[config.mk]
export PLATFORM = sky130hd
export DESIGN_NAME = delimited_text_field_splitter
export DESIGN_NICKNAME = d
export VERILOG_FILES = /design/src/rtl/dtfs_pkg.sv /design/src/rtl/delimited_text_field_splitter.sv /design/src/rtl/dtfs_ctrl.sv /design/src/rtl/dtfs_datapath.sv
export VERILOG_INCLUDE_DIRS = /design/src /design/src/rtl
export SDC_FILE = /design/constraint.sdc
export NUM_CORES = 1
export LEC_CHECK = 0
export BUFFER_PORTS_ARGS = -buffer_cell sky130_fd_sc_hd__buf_2
export CORE_MARGIN = 3
export CORE_UTILIZATION = 42
export DETAILED_ROUTE_END_ITERATION = 12
export PLACE_DENSITY = 0.58
export SYNTH_ARGS = -nofsm -noshare
export SYNTH_HDL_FRONTEND = slang
export SYNTH_HIERARCHICAL = 1
export SYNTH_SLANG_ARGS = --single-unit
[constraint.sdc]
create_clock -name clk -period 8.7 [get_ports clk]
set_input_delay 0.87 -clock clk [delete_from_list [all_inputs] [get_ports clk]]
set_output_delay 0.87 -clock clk [all_outputs]
set_load 0.01 [all_outputs]
[src/rtl/delimited_text_field_splitter_macros.svh]
// Assertion helpers shared by the splitter modules.
// Each expects clk and rst_n to be in scope.
`ifndef DELIMITED_TEXT_FIELD_SPLITTER_MACROS_SVH
`define DELIMITED_TEXT_FIELD_SPLITTER_MACROS_SVH

// Same-cycle implication.
`define DTFS_ASSERT_IMP(label, ante, cons) \
  label: assert property (@(posedge clk) disable iff (!rst_n) (ante) |-> (cons)) \
    else $error("splitter check failed: same-cycle implication");

// Next-cycle implication.
`define DTFS_ASSERT_NXT(label, ante, cons) \
  label: assert property (@(posedge clk) disable iff (!rst_n) (ante) |=> (cons)) \
    else $error("splitter check failed: next-cycle implication");

`endif

[src/rtl/dtfs_pkg.sv]
package dtfs_pkg;

  localparam int MAX_COLUMNS = 16;

  localparam logic [7:0] BYTE_LF = 8'h0A;
  localparam logic [7:0] BYTE_CR = 8'h0D;

  localparam logic [7:0]  DELIM_RESET     = 8'd44;
  localparam logic [4:0]  COLS_RESET      = 5'd16;
  localparam logic [31:0] ROW_LIMIT_RESET = 32'd0;

  typedef enum logic [1:0] {
    CFG_DELIMITER    = 2'd0,
    CFG_COLUMN_COUNT = 2'd1,
    CFG_ROW_LIMIT    = 2'd2
  } cfg_index_t;

  typedef enum logic [1:0] {
    EV_FIELD_BYTE = 2'd0,
    EV_FIELD_END  = 2'd1,
    EV_PAD        = 2'd2,
    EV_ROW_END    = 2'd3
  } event_kind_t;

  typedef struct packed {
    logic [7:0] text_byte;
    logic       end_of_file;
  } in_item_t;

  typedef struct packed {
    logic [1:0]  event_kind;
    logic [3:0]  column;
    logic [7:0]  value_byte;
    logic [31:0] row_index;
    logic        limit_reached;
    logic        last_of_run;
  } out_item_t;

  typedef enum logic [2:0] {
    ST_IDLE,
    ST_CR,
    ST_BYTE,
    ST_FEND,
    ST_PAD,
    ST_ROW,
    ST_FIN
  } state_t;

  typedef enum logic [3:0] {
    OP_NONE,
    OP_LATCH,
    OP_LF,
    OP_CR,
    OP_BYTE,
    OP_FEND,
    OP_PAD,
    OP_ROW,
    OP_CLEAR
  } op_t;

  typedef struct packed {
    op_t  op;
    logic emit;
    logic last;
  } ctrl_cmd_t;

  typedef struct packed {
    logic byte_lf;
    logic byte_cr;
    logic eof;
    logic halted;
    logic cr_held;
    logic line_content;
    logic fp_lt_cols;
    logic fp1_lt_cols;
    logic cr_is_delim;
    logic out_free;
  } dp_status_t;

endpackage

[src/rtl/delimited_text_field_splitter.sv]
// Flow: each transfer is latched in the idle state and then passes a CR check state; a field
// byte is registered into the output in the byte state, a released CR in the CR check state.
// A newline's results are registered from the field-end state on, through the pad and row-end
// states as needed. A new byte is taken only in the idle state, so one byte is handled at a time;
// a final byte adds its line end and a clearing state, and output stalls hold the controller.
// Reset: synchronous rst_n clears the parse state and restores the register defaults.
module delimited_text_field_splitter
  import dtfs_pkg::*;
(
  input  logic        clk,
  input  logic        rst_n,
  input  logic        in_valid,
  output logic        in_stall,
  input  in_item_t    in_item,
  output logic        out_valid,
  input  logic        out_stall,
  output out_item_t   out_item,
  input  logic        cfg_we,
  input  logic [1:0]  cfg_index,
  input  logic [31:0] cfg_wdata
);

  ctrl_cmd_t  cmd;
  dp_status_t sts;

  dtfs_ctrl u_ctrl (
    .clk      (clk),
    .rst_n    (rst_n),
    .in_valid (in_valid),
    .in_stall (in_stall),
    .sts      (sts),
    .cmd      (cmd)
  );

  dtfs_datapath u_datapath (
    .clk       (clk),
    .rst_n     (rst_n),
    .in_item   (in_item),
    .cfg_we    (cfg_we),
    .cfg_index (cfg_index),
    .cfg_wdata (cfg_wdata),
    .cmd       (cmd),
    .sts       (sts),
    .out_valid (out_valid),
    .out_stall (out_stall),
    .out_item  (out_item)
  );

endmodule

[src/rtl/dtfs_ctrl.sv]
`include "delimited_text_field_splitter_macros.svh"

module dtfs_ctrl
  import dtfs_pkg::*;
(
  input  logic       clk,
  input  logic       rst_n,
  input  logic       in_valid,
  output logic       in_stall,
  input  dp_status_t sts,
  output ctrl_cmd_t  cmd
);

  state_t state_r;
  state_t state_nxt;

  always_ff @(posedge clk) begin
    if (!rst_n) begin
      state_r <= ST_IDLE;
    end else begin
      state_r <= state_nxt;
    end
  end

  always_comb begin
    state_t finish;
    logic   emit;
    logic   byte_follows;
    finish       = sts.eof ? ST_FIN : ST_IDLE;
    emit         = 1'b0;
    byte_follows = 1'b0;
    state_nxt    = state_r;
    in_stall     = 1'b1;
    cmd          = '{op: OP_NONE, emit: 1'b0, last: 1'b0};
    unique case (state_r)
      ST_IDLE: begin
        in_stall = 1'b0;
        if (in_valid) begin
          cmd.op    = OP_LATCH;
          state_nxt = ST_CR;
        end
      end
      ST_CR: begin
        if (sts.halted) begin
          state_nxt = finish;
        end else if (sts.byte_lf) begin
          cmd.op    = OP_LF;
          state_nxt = ST_FEND;
        end else if (sts.cr_held) begin
          // The released CR is last only if the byte itself emits nothing
          // and no end of line follows.
          emit         = sts.fp_lt_cols;
          byte_follows = !sts.byte_cr &&
                         (sts.cr_is_delim ? sts.fp1_lt_cols : sts.fp_lt_cols);
          if (!emit || sts.out_free) begin
            cmd.op    = OP_CR;
            cmd.emit  = emit;
            cmd.last  = !sts.eof && !byte_follows;
            state_nxt = ST_BYTE;
          end
        end else begin
          state_nxt = ST_BYTE;
        end
      end
      ST_BYTE: begin
        emit = !sts.byte_cr && sts.fp_lt_cols;
        if (!emit || sts.out_free) begin
          cmd.op    = OP_BYTE;
          cmd.emit  = emit;
          cmd.last  = !sts.eof;
          state_nxt = sts.eof ? ST_FEND : ST_IDLE;
        end
      end
      ST_FEND: begin
        if (!sts.line_content) begin
          state_nxt = finish;
        end else if (!sts.fp_lt_cols) begin
          state_nxt = ST_ROW;
        end else if (sts.out_free) begin
          cmd.op    = OP_FEND;
          cmd.emit  = 1'b1;
          state_nxt = sts.fp1_lt_cols ? ST_PAD : ST_ROW;
        end
      end
      ST_PAD: begin
        if (sts.out_free) begin
          cmd.op    = OP_PAD;
          cmd.emit  = 1'b1;
          state_nxt = sts.fp1_lt_cols ? ST_PAD : ST_ROW;
        end
      end
      ST_ROW: begin
        if (sts.out_free) begin
          cmd.op    = OP_ROW;
          cmd.emit  = 1'b1;
          cmd.last  = 1'b1;
          state_nxt = finish;
        end
      end
      ST_FIN: begin
        cmd.op    = OP_CLEAR;
        state_nxt = ST_IDLE;
      end
      default: begin
        state_nxt = ST_IDLE;
      end
    endcase
  end

  `DTFS_ASSERT_IMP(a_pad_in_range, state_r == ST_PAD, sts.fp_lt_cols)
  `DTFS_ASSERT_IMP(a_row_has_content, state_r == ST_ROW, sts.line_content)
  `DTFS_ASSERT_IMP(a_emit_into_free_slot, cmd.emit, sts.out_free)

endmodule

[src/rtl/dtfs_datapath.sv]
`include "delimited_text_field_splitter_macros.svh"

module dtfs_datapath
  import dtfs_pkg::*;
(
  input  logic       clk,
  input  logic       rst_n,
  input  in_item_t   in_item,
  input  logic       cfg_we,
  input  logic [1:0] cfg_index,
  input  logic [31:0] cfg_wdata,
  input  ctrl_cmd_t  cmd,
  output dp_status_t sts,
  output logic       out_valid,
  input  logic       out_stall,
  output out_item_t  out_item
);

  localparam logic [6:0] MAX_COLS_W = 7'(MAX_COLUMNS);

  logic [7:0]  delim_r;
  logic [4:0]  cols_cfg_r;
  logic [31:0] row_limit_r;

  logic [7:0]  byte_r;
  logic        eof_r;

  logic [4:0]  fp_r, fp_nxt;
  logic        lhc_r, lhc_nxt;
  logic        crh_r, crh_nxt;
  logic [31:0] rows_r, rows_nxt;
  logic        halted_r, halted_nxt;

  logic        out_valid_r, out_valid_nxt;
  out_item_t   out_r;
  out_item_t   ev;

  logic [4:0]  eff_cols;
  logic        fp_lt_cols;
  logic        fp1_lt_cols;
  logic        row_lim;
  logic [7:0]  content_byte;
  logic        content_delim;

  // Column count outside its range is clamped to one or to the maximum.
  always_comb begin
    if (cols_cfg_r == 5'd0) begin
      eff_cols = 5'd1;
    end else if (7'(cols_cfg_r) > MAX_COLS_W) begin
      eff_cols = MAX_COLS_W[4:0];
    end else begin
      eff_cols = cols_cfg_r;
    end
  end

  assign fp_lt_cols    = fp_r < eff_cols;
  assign fp1_lt_cols   = (6'(fp_r) + 6'd1) < 6'(eff_cols);
  assign row_lim       = (row_limit_r != 32'd0) && ((rows_r + 32'd1) == row_limit_r);
  assign content_byte  = (cmd.op == OP_CR) ? BYTE_CR : byte_r;
  assign content_delim = content_byte == delim_r;

  assign sts.byte_lf      = byte_r == BYTE_LF;
  assign sts.byte_cr      = byte_r == BYTE_CR;
  assign sts.eof          = eof_r;
  assign sts.halted       = halted_r;
  assign sts.cr_held      = crh_r;
  assign sts.line_content = lhc_r;
  assign sts.fp_lt_cols   = fp_lt_cols;
  assign sts.fp1_lt_cols  = fp1_lt_cols;
  assign sts.cr_is_delim  = delim_r == BYTE_CR;
  assign sts.out_free     = !out_valid_r || !out_stall;

  always_comb begin
    fp_nxt           = fp_r;
    lhc_nxt          = lhc_r;
    crh_nxt          = crh_r;
    rows_nxt         = rows_r;
    halted_nxt       = halted_r;
    ev               = '0;
    ev.column        = fp_r[3:0];
    ev.row_index     = rows_r;
    ev.last_of_run   = cmd.last;
    unique case (cmd.op) inside
      OP_NONE, OP_LATCH: begin
      end
      OP_LF: begin
        crh_nxt = 1'b0;
      end
      OP_CR, OP_BYTE: begin
        if (cmd.op == OP_CR) begin
          crh_nxt = 1'b0;
        end else begin
          // A CR that is the final byte of the file is dropped at once.
          crh_nxt = sts.byte_cr && !eof_r;
        end
        if (cmd.op == OP_CR || !sts.byte_cr) begin
          lhc_nxt = 1'b1;
          if (content_delim) begin
            ev.event_kind = EV_FIELD_END;
            if (fp_lt_cols) begin
              fp_nxt = fp_r + 5'd1;
            end
          end else begin
            ev.event_kind = EV_FIELD_BYTE;
            ev.value_byte = content_byte;
          end
        end
      end
      OP_FEND: begin
        ev.event_kind = EV_FIELD_END;
        fp_nxt        = fp_r + 5'd1;
      end
      OP_PAD: begin
        ev.event_kind = EV_PAD;
        fp_nxt        = fp_r + 5'd1;
      end
      OP_ROW: begin
        ev.event_kind    = EV_ROW_END;
        ev.column        = 4'd0;
        ev.limit_reached = row_lim;
        rows_nxt         = rows_r + 32'd1;
        halted_nxt       = halted_r || row_lim;
        fp_nxt           = 5'd0;
        lhc_nxt          = 1'b0;
      end
      OP_CLEAR: begin
        fp_nxt     = 5'd0;
        lhc_nxt    = 1'b0;
        crh_nxt    = 1'b0;
        rows_nxt   = 32'd0;
        halted_nxt = 1'b0;
      end
      default: begin
      end
    endcase
  end

  assign out_valid_nxt = cmd.emit || (out_valid_r && out_stall);

  always_ff @(posedge clk) begin
    if (!rst_n) begin
      delim_r     <= DELIM_RESET;
      cols_cfg_r  <= COLS_RESET;
      row_limit_r <= ROW_LIMIT_RESET;
      fp_r        <= 5'd0;
      lhc_r       <= 1'b0;
      crh_r       <= 1'b0;
      rows_r      <= 32'd0;
      halted_r    <= 1'b0;
      out_valid_r <= 1'b0;
    end else begin
      if (cfg_we) begin
        unique case (cfg_index)
          CFG_DELIMITER:    delim_r     <= cfg_wdata[7:0];
          CFG_COLUMN_COUNT: cols_cfg_r  <= cfg_wdata[4:0];
          CFG_ROW_LIMIT:    row_limit_r <= cfg_wdata;
          default: begin
          end
        endcase
      end
      fp_r        <= fp_nxt;
      lhc_r       <= lhc_nxt;
      crh_r       <= crh_nxt;
      rows_r      <= rows_nxt;
      halted_r    <= halted_nxt;
      out_valid_r <= out_valid_nxt;
    end
  end

  always_ff @(posedge clk) begin
    if (cmd.op == OP_LATCH) begin
      byte_r <= in_item.text_byte;
      eof_r  <= in_item.end_of_file;
    end
    if (cmd.emit) begin
      out_r <= ev;
    end
  end

  assign out_valid = out_valid_r;
  assign out_item  = out_r;

  `DTFS_ASSERT_NXT(a_limit_halts, cmd.op == OP_ROW && row_lim, halted_r)

endmodule

==> Word-level counts from Yosys, hierarchy flattened <==
Cells that the tools add are included.
{ "word_totals": {"reg_bits": 146} }
{ "op_classes": {"n_reduce_logical": 38, "magnitude_cmp": 3, "bitwise_logic": 2, "n_eq_ne": 28, "muxes": 47, "add_sub_neg": 3} }
{ "ops": {"columns": ["op", "n"], "rows": [
  ["32-bit case mux with 2 select lines", 1],
  ["5-bit 2-to-1 mux", 9],
  ["3-bit 2-to-1 mux", 11],
  ["32-bit by 1-bit adder with 32-bit output, second input constant", 1],
  ["32-bit equality test", 1],
  ["32-bit nonzero test", 1],
  ["4-bit case mux with 7 select lines", 1],
  ["8-bit by 4-bit equality test with 1-bit output, second input constant", 3],
  ["3-bit case mux with 6 select lines", 1],
  ["4-bit by 3-bit equality test with 1-bit output, second input constant", 4],
  ["4-bit 2-to-1 mux", 4],
  ["5-bit case mux with 3 select lines", 1],
  ["6-bit 2-to-1 mux", 2],
  ["2-bit by 1-bit != test with 1-bit output, second input constant", 5],
  ["3-bit equality test, second input constant", 3],
  ["4-bit by 2-bit equality test with 1-bit output, second input constant", 2],
  ["8-bit equality test", 1],
  ["8-bit 2-to-1 mux", 1],
  ["2-bit case mux with 4 select lines", 1],
  ["2-bit AND reduction", 4],
  ["4-bit AND reduction", 2],
  ["2-bit OR reduction", 4],
  ["1-bit logical NOT", 7],
  ["1-bit 2-to-1 mux", 7],
  ["other kinds (26)", 44]
]} }

==> Longest topological paths before layout <==
{ "depth": {"word_depth": 19, "ltp_mapped": 22, "depth_no_buf": 19} }

==> Cells and area by module <==
Netlist, hierarchy kept.
{ "modules_own_cells": {"columns": ["mod", "seq_area_each_um2", "area_each_um2", "n_inst", "cells_per_inst"], "rows": [
  ["dtfs_datapath", 3433.3, 7328.3, 1, 811],
  ["dtfs_ctrl", 60.1, 538.0, 1, 75]
]} }

==> Worst setup path before layout <==
OpenSTA, ideal clock, no wires.
{ "synth_path": {"path_type": "register to register", "startpoint": "register u_datapath.cols_cfg_r[4]", "endpoint": "register u_datapath.out_r (netlist bit u_datapath/out_item[0]) (enable)", "setup_ns": 0.522, "path_buffers": 1, "synth_period_minus_slack_ns": 5.493, "setup_slack_ns": 3.207, "t_arrival_ns": 4.970, "path_stages_with_launch": 9, "path_cell_list": "dfxtp_1 inv_1 nand2_1 ha_1 a2111oi_0 a21o_1 buf_4 nand2_1 o21ai_0"} }
{ "synth_lines": {"columns": ["item", "line_no", "rtl"], "rows": [
  ["start: declaration", "dtfs_datapath.sv:22", "logic [4:0] cols_cfg_r;"],
  ["start signal: assignment", "dtfs_datapath.sv:155", "CFG_COLUMN_COUNT: cols_cfg_r <= cfg_wdata[4:0];"],
  ["end signal: assignment", "dtfs_datapath.sv:176", "out_r <= ev;"],
  ["end: declaration", "dtfs_datapath.sv:35", "out_item_t out_r;"]
]} }

==> run_results.csv <==
group,metric,value,unit
synth,yosysSeqAreaShare,44.4,%
routing,first_iter_violations,705,
setup_path,cp_data_required_time,8.99,ns
setup_path,ff2ff_setup_slack,3.95,ns
routing,wl_met3,1290,um
power,switching_share,31.2,%
synth,synthesis.area,0.00787,sq mm
placement,dp_slack,4.00,ns
hold_path,hp-class,"register to register",
floorplanning,ios,98,
power,p_per_area,230,mW/mm^2
routing,dr.pass1.iters,4,
setup_path,rr_endpoint,"u_datapath/rows_r[10]",
global_route,grt_start_max_net_pins,76,
synth,yosys.area_share.xor_xnor,5.34,%
synth,synthAdderAreaFrac,1.59,%
clocking,worstSkewPairLatency,0.43,ns
power,internal-power,1410,uW
sta,clock_skew,0.00739,ns
synth,yosys_warnings,6,
power,pwr-share-seq,45.2,%
synth,synth.most_common_cell,"nand2_1",
sta,fin_ws,3.95,ns
global_route,grt_pass1_vias,6047,
global_route,track_usage,20.9,%
clocking,htreeDepth,4,
synth,synth_nets,944,
synth,yosys-top-cells-count,"nand2_1 (116), dfxtp_1 (89), nor2_1 (86)",
routing,detail-route-antenna-nets,0,
flow_run,drv_cap,0,
synth,synthTopCellsByArea,"dfxtp_1 (23%), edfxtp_1 (22%), nand2_1 (5.5%), a21oi_1 (5.0%), nor2_1 (4.1%)",
power,clkPwrFrac,33.2,%
synth,ys_ff_latch,146,
synth,synth_top_area_cell,"dfxtp_1",
setup_path,end_kind,"register",
floorplanning,die_area,0.0204,sq mm
clocking,cts.sink_count,146,
routing,via_count,6769,
clocking,clk_path_buf_depth,2,
setup_path,timing.rr.start,"u_datapath/cols_cfg_r[4]",
setup_path,worst-path-max-fanout,40,
sta,setup_viol,0,
global_route,antenna_found_initial,0,
routing,met2WireLength,8900,um
global_route,grt_pass1_wl,33600,um
global_route,grt.overflow.total,0,
sta,min_period,4.75,ns
synth,synth_cell_types,80,
sta,rsz0062_at_grt,"false",
synth,synthMuxAreaShare,2.04,%
clocking,cts_root_buf,"clkbuf_16",
synth,synth_edf_count,57,
power,power_frac_comb,21.6,%
clocking,path_clk_slew,0.06,ns
cells_and_area,fin_nets,1000,
setup_path,arrival,5.04,ns
clocking,cts_hold_buf,0,
placement,place_congestion,0.930,
floorplanning,start_util,43.2,%
synth,async_flop_share,0,%
power,p_leak,0.00335,uW
setup_path,rr_worst_depth,16,
power,p_sw,641,uW
floorplanning,dieHeight,143,um
setup_path,critPathLaunchType,"register",
synth,syn_area_per_cell,8.88,sq um
routing,drc,0,
cells_and_area,num_antenna_cells,0,
hold_path,whs_endpoint,"u_datapath/row_limit_r[20]",
sta,setup-tns-final,0,ns
synth,synth_top_family_by_area,"simple AND/OR/NAND/NOR gates",
hold_path,hold-path-cell-count,2,
sta,layout_worst_path_cycle_share,54.6,%
clocking,ctsResizeCount,0,
synth,synth_top_area_share,22.6,%
synth,synth_simple_gate_area_share,25.6,%
sta,slew_headroom,26.6,%
sta,hold_violations,0,
routing,drt-total-wl,21000,um
routing,met1_length,10500,um
synth,synth-main-ff-cell,"dfxtp_1",
power,ir_worst_vdd,0.143,mV
outcome,status,"complete, no violations",
clocking,cts_setup_buffers,0,
placement,dp_hpwl,14500,um
synth,synth_compound_area_share,16.3,%
placement,portBuffers,97,
routing,drt-wirelength-per-cell,17.7,um
floorplanning,row_count,49,
sta,finalMaxSlewViolations,0,
floorplanning,die_w,143,um
setup_path,worst-setup-path-type,"register to register",
clocking,numCtsBuffers,17,
routing,avgViaCountPerCell,5.72,
floorplanning,core,0.0182,sq mm
cells_and_area,area_delta_synth_final,13.5,%
sta,tightestPinTransition,1.10,ns
hold_path,hp-start,"u_datapath/row_limit_r[20]",
clocking,cts_tree,"built",
routing,top_layer_used,"met4",
cells_and_area,layout-drive-gt1-share,16.4,%
synth,syn_inst,886,
sta,fmax,210,MHz
## cells by family (layout without fill, tap and decap cells)
kind of cell,Yosys count,count (layout)
AND/OR/NAND/NOR,382,382
XOR/XNOR,48,48
multiplexers,16,16
flip-flops,146,146
adder cells (fa/ha/maj),10,10
buffers and inverters,80,149
AO/OA/AOI/OAI,204,204
## how the worst max path moves through the flow
stage                                        start  slack (ns)  cells after the start                      to
after floorplan           u_datapath/cols_cfg_r[4]        3.21                      8  u_datapath/out_item[0]
after global placement    u_datapath/cols_cfg_r[4]        4.13                     16   u_datapath/rows_r[11]
after detailed placement  u_datapath/cols_cfg_r[4]        4.00                     16   u_datapath/rows_r[10]
after CTS                 u_datapath/cols_cfg_r[4]        3.98                     16   u_datapath/rows_r[11]
after global routing      u_datapath/cols_cfg_r[4]        3.28                     16   u_datapath/rows_r[10]
final                     u_datapath/cols_cfg_r[4]        3.95                     16   u_datapath/rows_r[10]
## metal layers
metal | GRT usage (%) | up-vias
met5 | 0 | -
met4 | 5.75 | 0
met3 | 4.32 | 18
met2 | 29.3 | 217
met1 | 32.4 | 3198
li1 | - | 3336
## critical path, stage by stage (launching register included)
cell and delay [ns]:
dfxtp_1 0.31, inv_1 0.15, nand2_1 0.11, ha_1 0.29, a2111oi_0 0.39, a21o_1 0.31, inv_1 0.12, nor3_1 0.23
o21ai_0 0.19, o21ai_0 0.42, nor2b_1 0.38, nand3_1 0.12, buf_4 0.30, nand2_1 0.77, o21ai_0 0.22, a22oi_1 0.23
nor2_1 0.05
## state kept, by name, summed over array words and instances, names as in the netlist
signal	cells
u_datapath/delim_r	8
u_datapath/cols_cfg_r	5
u_datapath/out_item	48
u_datapath/byte_r	8
u_datapath/eof_r	1
u_ctrl/state_r	3
u_datapath/fp_r	5
u_datapath/lhc_r	1
u_datapath/crh_r	1
u_datapath/row_limit_r	32
u_datapath/out_valid	1
u_datapath/halted_r	1
u_datapath/rows_r	32
## layout by cell type (no fill, tap or decap), types with 16 or more instances in the layout
master / netlist / layout
nand2_1: 116 / 116
mux2i_1: 16 / 16
nand4_1: 22 / 22
nor2_1: 86 / 86
edfxtp_1: 57 / 57
clkbuf_16: 0 / 17
nor3_1: 19 / 19
buf_2: 16 / 97
a21oi_1: 79 / 79
dfxtp_1: 89 / 89
a31oi_1: 16 / 16
nor4_1: 19 / 19
xor2_1: 16 / 16
nand3_1: 23 / 23
o21ai_0: 30 / 29
xnor2_1: 32 / 32
## power groups by stage
| stage | Combinational (uW) | Clock [uW] | Sequential, uW |
|---|---|---|---|
| 6_report | 443 | 682 | 927 |
| 5_1_grt | 491 | 728 | 942 |
| 4_1_cts | 446 | 695 | 929 |
| 3_5_place_dp | 444 | 0 | 942 |
| 3_3_place_gp | 438 | 0 | 943 |
| 2_1_floorplan | 273 | 0 | 971 |
## per-stage QoR
stage               power, uW  hold WS [ns]  area (sq um)  util, %  std cells
detailed placement       1390         0.480          8380     46.0       1152
CTS                      2070         0.489          8930     49.0       1184
floorplan                1240         0.403          7870        -        886
global placement         1380         0.480          8380     46.0       1152
finish                   2050         0.486          8930     49.0       1184
global route             2160         0.515          8930     49.0       1184
## area by class of cell
cell class / instances / area, sq um
Clock buffer: 21 / 470
Clock inverter: 11 / 78.8
Fill cell: 1790 / 9280
Inverter: 14 / 52.6
Multi-Input combinational cell: 660 / 4020
Sequential cell: 146 / 3490
Tap cell: 229 / 287
Timing Repair Buffer: 103 / 531
(Power assumes the default switching activity.)
